**config.mk**
```make
export PLATFORM = sky130hd
export DESIGN_NAME = imhd_div
export DESIGN_NICKNAME = d
export VERILOG_FILES = /design/src/rtl/ideal_mhd_flux_2d_assert.svh /design/src/rtl/imhd_pkg.sv /design/src/rtl/imhd_div.sv
export SDC_FILE = /design/constraint.sdc
export NUM_CORES = 2
export LEC_CHECK = 0
export BUFFER_PORTS_ARGS = -buffer_cell sky130_fd_sc_hd__buf_2
export CORE_ASPECT_RATIO = 0.9
export CORE_UTILIZATION = 30
export CTS_CLUSTER_SIZE = 14
export DETAILED_ROUTE_END_ITERATION = 8
export PLACE_DENSITY = 0.53
export SLEW_MARGIN = 25
export SYNTH_ARGS = -nofsm -noshare
export SYNTH_HDL_FRONTEND = slang
export SYNTH_SLANG_ARGS = --single-unit
```
**constraint.sdc**
```tcl
create_clock -name i_clk -period 12.2 [get_ports i_clk]
set_clock_uncertainty 0.1 [all_clocks]
set_input_delay 3.66 -clock i_clk [delete_from_list [all_inputs] [get_ports i_clk]]
set_output_delay 3.66 -clock i_clk [all_outputs]
set_load 0.005 [all_outputs]
```
**src/rtl/ideal_mhd_flux_2d_assert.svh**
```systemverilog
// Assertion macros for the ideal MHD flux block.
// Included by the RTL files that carry concurrent checks; no other dependencies.
`ifndef IDEAL_MHD_FLUX_2D_ASSERT_SVH
`define IDEAL_MHD_FLUX_2D_ASSERT_SVH

`ifndef ASSERT_OFF
// Clocked check that is ignored while reset is asserted.
`define IMHD_ASSERT(lbl, clk, rst_n, prop) \
    lbl: assert property (@(posedge clk) disable iff (!rst_n) prop) \
        else $error("assertion failed");
// Clocked check that holds in every cycle, reset included.
`define IMHD_ASSERT_ALWAYS(lbl, clk, prop) \
    lbl: assert property (@(posedge clk) prop) \
        else $error("assertion failed");
`else
`define IMHD_ASSERT(lbl, clk, rst_n, prop)
`define IMHD_ASSERT_ALWAYS(lbl, clk, prop)
`endif

`endif

```
**src/rtl/imhd_pkg.sv**
```systemverilog
// Shared types, constants and fixed-point helpers for the ideal MHD flux block.
// No dependencies; used by imhd_div and ideal_mhd_flux_2d.
`timescale 1ns / 1ps

package imhd_pkg;

    localparam int FRAC_BITS_DEF = 16;
    localparam int QUO_BITS      = 32;
    localparam int DIV_STEPS     = 4;

    localparam logic [17:0] GAMMA_RESET = 18'd109227;

    localparam logic [1:0] ST_OK     = 2'd0;
    localparam logic [1:0] ST_NONPOS = 2'd1;
    localparam logic [1:0] ST_SAT    = 2'd2;

    localparam logic DIR_X = 1'b0;
    localparam logic DIR_Y = 1'b1;

    localparam logic signed [31:0] Q_MAX = 32'sh7fff_ffff;
    localparam logic signed [31:0] Q_MIN = 32'sh8000_0000;
    localparam logic signed [63:0] Q_MAX64 = 64'sd2147483647;
    localparam logic signed [63:0] Q_MIN64 = -64'sd2147483648;

    // A fixed-point value together with its saturation flag.
    typedef struct packed {
        logic              sat;
        logic signed [31:0] v;
    } t_qs;

    // Per-point values that travel beside the divider and the arithmetic stages.
    typedef struct packed {
        logic signed [31:0] rho;
        logic signed [31:0] energy;
        logic signed [31:0] b1;
        logic signed [31:0] b2;
        logic signed [31:0] b3;
        logic               nonpos;
    } t_side;

    // Flux components of both directions, mass flux in element 0.
    typedef struct packed {
        logic [7:0][31:0] fy;
        logic [7:0][31:0] fx;
    } t_flux;

    // Clamp a wide value to the signed 32-bit range.
    function automatic t_qs f_sat64(input logic signed [63:0] x);
        t_qs r;
        if (x > Q_MAX64) begin
            r.sat = 1'b1;
            r.v   = Q_MAX;
        end else if (x < Q_MIN64) begin
            r.sat = 1'b1;
            r.v   = Q_MIN;
        end else begin
            r.sat = 1'b0;
            r.v   = x[31:0];
        end
        return r;
    endfunction

    // Product scaled back by the fraction width, rounded toward minus infinity.
    function automatic t_qs f_mul(input logic signed [31:0] a,
                                  input logic signed [31:0] b,
                                  input int frac);
        logic signed [63:0] p;
        p = a * b;
        p = p >>> frac;
        return f_sat64(p);
    endfunction

    function automatic t_qs f_add(input logic signed [31:0] a,
                                  input logic signed [31:0] b);
        logic signed [32:0] s;
        t_qs r;
        s = {a[31], a} + {b[31], b};
        r.sat = (s[32] != s[31]);
        r.v   = r.sat ? (s[32] ? Q_MIN : Q_MAX) : s[31:0];
        return r;
    endfunction

    function automatic t_qs f_sub(input logic signed [31:0] a,
                                  input logic signed [31:0] b);
        logic signed [32:0] s;
        t_qs r;
        s = {a[31], a} - {b[31], b};
        r.sat = (s[32] != s[31]);
        r.v   = r.sat ? (s[32] ? Q_MIN : Q_MAX) : s[31:0];
        return r;
    endfunction

    function automatic logic signed [31:0] f_half(input logic signed [31:0] a);
        return a >>> 1;
    endfunction

endpackage

```
**src/rtl/imhd_div.sv**
```systemverilog
// Pipelined signed fixed-point divider: (num << FRAC_BITS) / den, truncated, clamped.
// Depends on imhd_pkg; the caller supplies one advance enable for all stages.
`timescale 1ns / 1ps

module imhd_div
    import imhd_pkg::*;
#(
    parameter int FRAC_BITS = FRAC_BITS_DEF
) (
    input  logic               i_clk,
    input  logic               i_en,
    input  logic signed [31:0] i_num,
    input  logic signed [31:0] i_den,
    output t_qs                o_quo
);

    localparam int NSTG = QUO_BITS / DIV_STEPS;

    logic [31:0] r_rem [NSTG+1];
    logic [31:0] r_q   [NSTG+1];
    logic [31:0] r_den [NSTG+1];
    logic        r_neg [NSTG+1];
    logic        r_big [NSTG+1];

    // Split the scaled magnitude: the high part decides overflow, the low part
    // feeds the 32 quotient steps.
    logic [31:0]             w_mag;
    logic [31+FRAC_BITS:0]   w_dvd;
    logic [FRAC_BITS-1:0]    w_hi;
    logic                    w_big;

    always_comb begin
        w_mag = i_num[31] ? (32'd0 - i_num) : i_num;
        w_dvd = {w_mag, {FRAC_BITS{1'b0}}};
        w_hi  = w_dvd[31+FRAC_BITS:32];
        w_big = (32'(w_hi) >= i_den);
    end

    always_ff @(posedge i_clk) begin
        if (i_en) begin
            r_rem[0] <= w_big ? 32'd0 : 32'(w_hi);
            r_q[0]   <= w_dvd[31:0];
            r_den[0] <= i_den;
            r_neg[0] <= i_num[31];
            r_big[0] <= w_big;
        end
    end

    // Each stage resolves DIV_STEPS quotient bits by restoring subtraction.
    for (genvar k = 1; k <= NSTG; k++) begin : g_stage
        logic [31:0] n_rem;
        logic [31:0] n_q;

        always_comb begin
            logic [32:0] rem2;
            n_rem = r_rem[k-1];
            n_q   = r_q[k-1];
            rem2  = '0;
            for (int j = 0; j < DIV_STEPS; j++) begin
                rem2 = {n_rem, n_q[31]};
                if (rem2 >= {1'b0, r_den[k-1]}) begin
                    rem2 = rem2 - {1'b0, r_den[k-1]};
                    n_q  = {n_q[30:0], 1'b1};
                end else begin
                    n_q  = {n_q[30:0], 1'b0};
                end
                n_rem = rem2[31:0];
            end
        end

        always_ff @(posedge i_clk) begin
            if (i_en) begin
                r_rem[k] <= n_rem;
                r_q[k]   <= n_q;
                r_den[k] <= r_den[k-1];
                r_neg[k] <= r_neg[k-1];
                r_big[k] <= r_big[k-1];
            end
        end
    end

    // Apply the sign and clamp to the signed 32-bit range.
    always_comb begin
        if (r_big[NSTG]) begin
            o_quo.sat = 1'b1;
            o_quo.v   = r_neg[NSTG] ? Q_MIN : Q_MAX;
        end else if (r_neg[NSTG]) begin
            o_quo.sat = (r_q[NSTG] > 32'h8000_0000);
            o_quo.v   = o_quo.sat ? Q_MIN : (32'd0 - r_q[NSTG]);
        end else begin
            o_quo.sat = (r_q[NSTG] > 32'h7fff_ffff);
            o_quo.v   = o_quo.sat ? Q_MAX : r_q[NSTG];
        end
    end

endmodule

```
; After elaboration in Yosys (flattened, before gate mapping)
; Memories as Yosys holds them, arrays and structs flattened.
; Index checks and enable logic that the tools add are counted.
[word_totals]
regBits = 0
ramBits = 882
input_bits = 66
elab_cells = 147
n_memories = 5
[mem_list]
columns = name, depth, word_bits, read_ports, rd_ports_with_merged_regs, write_ports, line_no
row1 = r_den, 9, 32, 8, 0, 9, imhd_div.sv:21  ; logic [31:0] r_den [NSTG+1];
row2 = r_q, 9, 32, 9, 0, 9, imhd_div.sv:20  ; logic [31:0] r_q [NSTG+1];
row3 = r_rem, 9, 32, 8, 0, 9, imhd_div.sv:19  ; logic [31:0] r_rem [NSTG+1];
row4 = r_big, 9, 1, 9, 0, 9, imhd_div.sv:23  ; logic r_big [NSTG+1];
row5 = r_neg, 9, 1, 9, 0, 9, imhd_div.sv:22  ; logic r_neg [NSTG+1];
[classes]
n_addsub = 34
magnitude_cmp = 35
n_mux = 73
[ops]
columns = cell, count
row1 = 2-to-1 mux 32 bit, 36
row2 = greater-or-equal comparator 33 x 32 -> 1 bit, 32
row3 = subtractor 32 bit, 32
row4 = 2-to-1 mux 33 bit, 2
row5 = subtractor 1 x 32 -> 32 bit (first input constant), 2
row6 = 2-to-1 mux 1 bit, 34
row7 = greater-or-equal comparator 16 x 32 -> 1 bit, 1
row8 = > comparator 32 x 31 -> 1 bit (second input constant), 1
row9 = > comparator 32 bit (second input constant), 1
row10 = 2-to-1 mux 16 bit, 1

; Longest topological paths before layout
; An unclocked memory read counts as a cell.
[depth]
word_depth = 9
mapped_depth = 61
depth_no_buf = 56

; Worst setup path after synthesis
; Ideal clock, no wire load.
[synth_path]
path_type = register to register
start = memory r_den[3][1] (netlist: r_den[0][97])
end = memory r_rem[4][3] (netlist: r_rem[0][131]) (data pin)
setup_time_ps = 260
t_arrival_ps = 12960
required_ps = 11840
path_slack_ps = -1120
path_stages_with_launch = 58
period_less_slack_ps = 13320
path_cell_list = edfxtp_1 inv_1 ha_1 nor2b_1 o31ai_2 a211oi_1 o41a_1 a31oi_1 o21ai_1 clkbuf_1 clkbuf_1 o21ai_0 inv_1 ha_1 nor2b_1 o31a_1 o31ai_1 a32oi_1 [22 not listed] buf_2 mux2_2 ha_1 a21o_1 a21o_1 a211oi_1 o21ai_0 a21o_1 o21a_1 a221o_1 a21oi_1 o21ba_2 o21ai_0 o31a_1 or3_1 buf_6 buf_12 mux2_4
[synth_lines]
columns = element, line_no
row1 = "start, declared", imhd_div.sv:21
row2 = "end, declared", imhd_div.sv:19

==> results.json <==
{
  "antenna_found_initial": 9,
  "synthCells": 9505,
  "setup_viol_count_final": 0,
  "synth_compound_area_share_pct": 24.2,
  "gp_congestion": 0.981,
  "syn_nets": 10600,
  "hpwl_mm": 262,
  "core_sq_mm": 0.273,
  "synth_top_area_share_pct": 25.4,
  "synth_top_family_by_area": "compound AO/OA/AOI/OAI gates",
  "overflow": 0,
  "worstMarginPinSlew_ns": 1.92,
  "fillers": 27100,
  "outcome": "finished, violations left",
  "die_w_um": 554,
  "finalCritPeriodShare_pct": 98.9,
  "cts_tree": "built",
  "grt_setup_unrepaired": "yes",
  "synthAdderAreaFrac_pct": 15.9,
  "clock_latency_ns": 0.76,
  "vias": 83400,
  "synth.distinct_cells": 101,
  "multiInputGateArea_sq_mm": 0.0605,
  "placed_cell_area_sq_mm": 0.108,
  "ant_nets": 1,
  "cts_buffer_depth": 3,
  "die_area_sq_mm": 0.277,
  "drc": 0,
  "vias_per_cell": 5.23,
  "synthXorXnorAreaFrac_pct": 9.09,
  "synth-seq-area-share_pct": 25.4,
  "syn2layout_area_growth_pct": 37.9,
  "ys_ff_latch": 698,
  "violations": "antenna violations, max-capacitance violations, max-slew violations",
  "grt_util_all_layers_pct": 21.6,
  "finalInstanceArea_sq_mm": 0.114,
  "htreeDepth": 3,
  "drt_iter0_markers": 6288,
  "fmax_mhz": 82.9,
  "grt_max_degree": 147,
  "layout.nets": 13400,
  "initial_core_util_pct": 30.2,
  "synth-simple-area-share_pct": 14.7,
  "dieHeight_um": 499,
  "grt_pass1_vias": 79900,
  "stdcell_count": 16000,
  "io_buffers": 98,
  "synth_area_sq_mm": 0.0824,
  "max_stage_delay_ns": 0.44,
  "cts_made_buffers": 84,
  "cp.arrival_ns": 12.44,
  "cp_max_fo": 16,
  "synthMuxAreaShare_pct": 6.86,
  "fin_util_pct": 41.6,
  "hold_path.class": "flip-flop to flip-flop",
  "crit_slowest_cell": "or4_4",
  "routed_wl_mm": 314,
  "start_kind": "flip-flop",
  "firstDrtPassIters": 6,
  "num_rows": 182,
  "maxCapViolations": 1,
  "grt_pass1_wl_mm": 470,
  "dp_cells": 15700,
  "ios": 99,
  "layout-drive-gt1-share_pct": 31.5,
  "hold_ws_ns": 0.267,
  "yosysMostFrequentCell": "ha_1",
  "worstSetupPathType": "flip-flop to flip-flop",
  "synth_area_leaders": "edfxtp_1 25%, ha_1 15%, xnor2_1 6.2%",
  "cts.sinks": 698,
  "avgRoutedWirePerCell_um": 19.7,
  "ys.flop_type": "edfxtp_1",
  "hold_viol": 0,
  "fin_crit_ns": 12.07,
  "clkTransAtPathRegs_ns": 0.07,
  "yosys-top-cells-count": "1015 x ha_1, 908 x a21oi_1, 701 x nor2_1",
  "async_flop_share_pct": 0,
  "seq_area_sq_mm": 0.0210,
  "required_ns": 12.57,
  "syn_avg_cell_area_sq_um": 8.67,
  "synth_edf_count": 698,
  "root_buffer": "clkbuf_16",
  "yosysWarnings": 0,
  "relSlewSlack_pct": -31.5,
  "critPathCaptureType": "flip-flop",
  "drv_slew": 3,
  "post-synth-top-area-cell": "edfxtp_1"
}
## layout by cell type, fill, tap and decap left out, types with 37 or more instances in the layout
cell type and instances:
clkbuf_16 89, inv_1 584, o211ai_1 50, a221o_1 52
o21ai_1 46, nor2_1 687, nor4_1 42, nor3_1 144
o21ai_0 524, nor2b_1 125, xnor2_1 584, xor2_1 271
o31ai_1 54, or3_1 67, a31oi_1 67, a211oi_1 46
nand2b_1 146, nand3_1 209, and2_1 59, and3_1 76
a21o_1 493, ha_1 977, a21boi_0 40, o22ai_1 42
mux2_2 369, o21a_1 148, a21oi_1 836, or2_2 38
a211o_1 40, edfxtp_1 698, buf_2 97, o21bai_1 132
nand2_1 631, nand4_1 121, buf_12 37, a21oi_2 64
mux2i_1 66, buf_4 2739
## cells by family after synthesis
kind of cell    after synthesis
compound gates             3078
fa+ha+maj                  1035
xor+xnor                    855
buf+inv                     820
mux                         501
flops                       698
simple gates               2518
## stage by stage
step	setup TNS [ns]	setup WS, ns
6_report	0	0.130
5_1_grt	-9.61	-0.273
4_1_cts	0	0.00195
3_5_place_dp	-52.05	-0.726
3_3_place_gp	-42.98	-0.708
2_1_floorplan	0	0.00667
## area by class of cell
type                            count  area share [%]
Clock buffer                       94            1.88
Inverter                          610            2.04
Clock inverter                     61           0.809
Antenna cell                       12          0.0264
Timing Repair Buffer             2910            19.6
Multi-Input combinational cell   7989            53.2
Sequential cell                   698            18.4
Tap cell                         3588            3.95
## per-layer routing
metal | up-vias | GRT usage (%) | share of wire [%]
met1 | 40100 | 31.2 | 49
met4 | 0 | 4.65 | 1.9
li1 | 41100 | - | -
met2 | 1966 | 34.6 | 44
met5 | - | 0 | 0
met3 | 280 | 2.16 | 4.8
## final timing paths
kind,startpoint,end,slack [ns],cells past startpoint
max reg2reg,r_rem[0][101]$_DFFE_PP_,r_rem[0][134]$_DFFE_PP_,0.13,54
min,r_q[1][77]$_DFFE_PP_,r_q[1][113]$_DFFE_PP_,0.27,0
max,r_rem[0][101]$_DFFE_PP_,r_rem[0][134]$_DFFE_PP_,0.13,54
min reg2reg,r_q[1][77]$_DFFE_PP_,r_q[1][113]$_DFFE_PP_,0.27,0
## sequential cells by signal (all words and copies together) (netlist names)
signal  flops
r_den     256
r_q       184
r_rem     240
r_neg       9
r_big       9
## timing repair
| item | CTS | global route |
|---|---|---|
| gates resized for setup | 97 | 416 |
| pin swaps | 22 | 164 |
| hold buffers | 0 | 0 |
| buffers inserted | 15 | 75 |
| setup endpoints to repair | 161 | 232 |
| gates cloned | 2 | 7 |
## worst max-delay path, delay by kind of cell (launching register included)
| family | cells | cell delay, ns |
|---|---|---|
| AND/OR/NAND/NOR | 8 | 1.66 |
| adder cells (fa/ha/maj) | 4 | 1.03 |
| multiplexers | 2 | 0.61 |
| buffers and inverters | 8 | 0.95 |
| AO/OA/AOI/OAI | 32 | 6.98 |
| flip-flops | 1 | 0.40 |
Power is left out: the tool's default activity adds up to more than one toggle a clock period on the data nets, which glitch-free logic cannot reach.
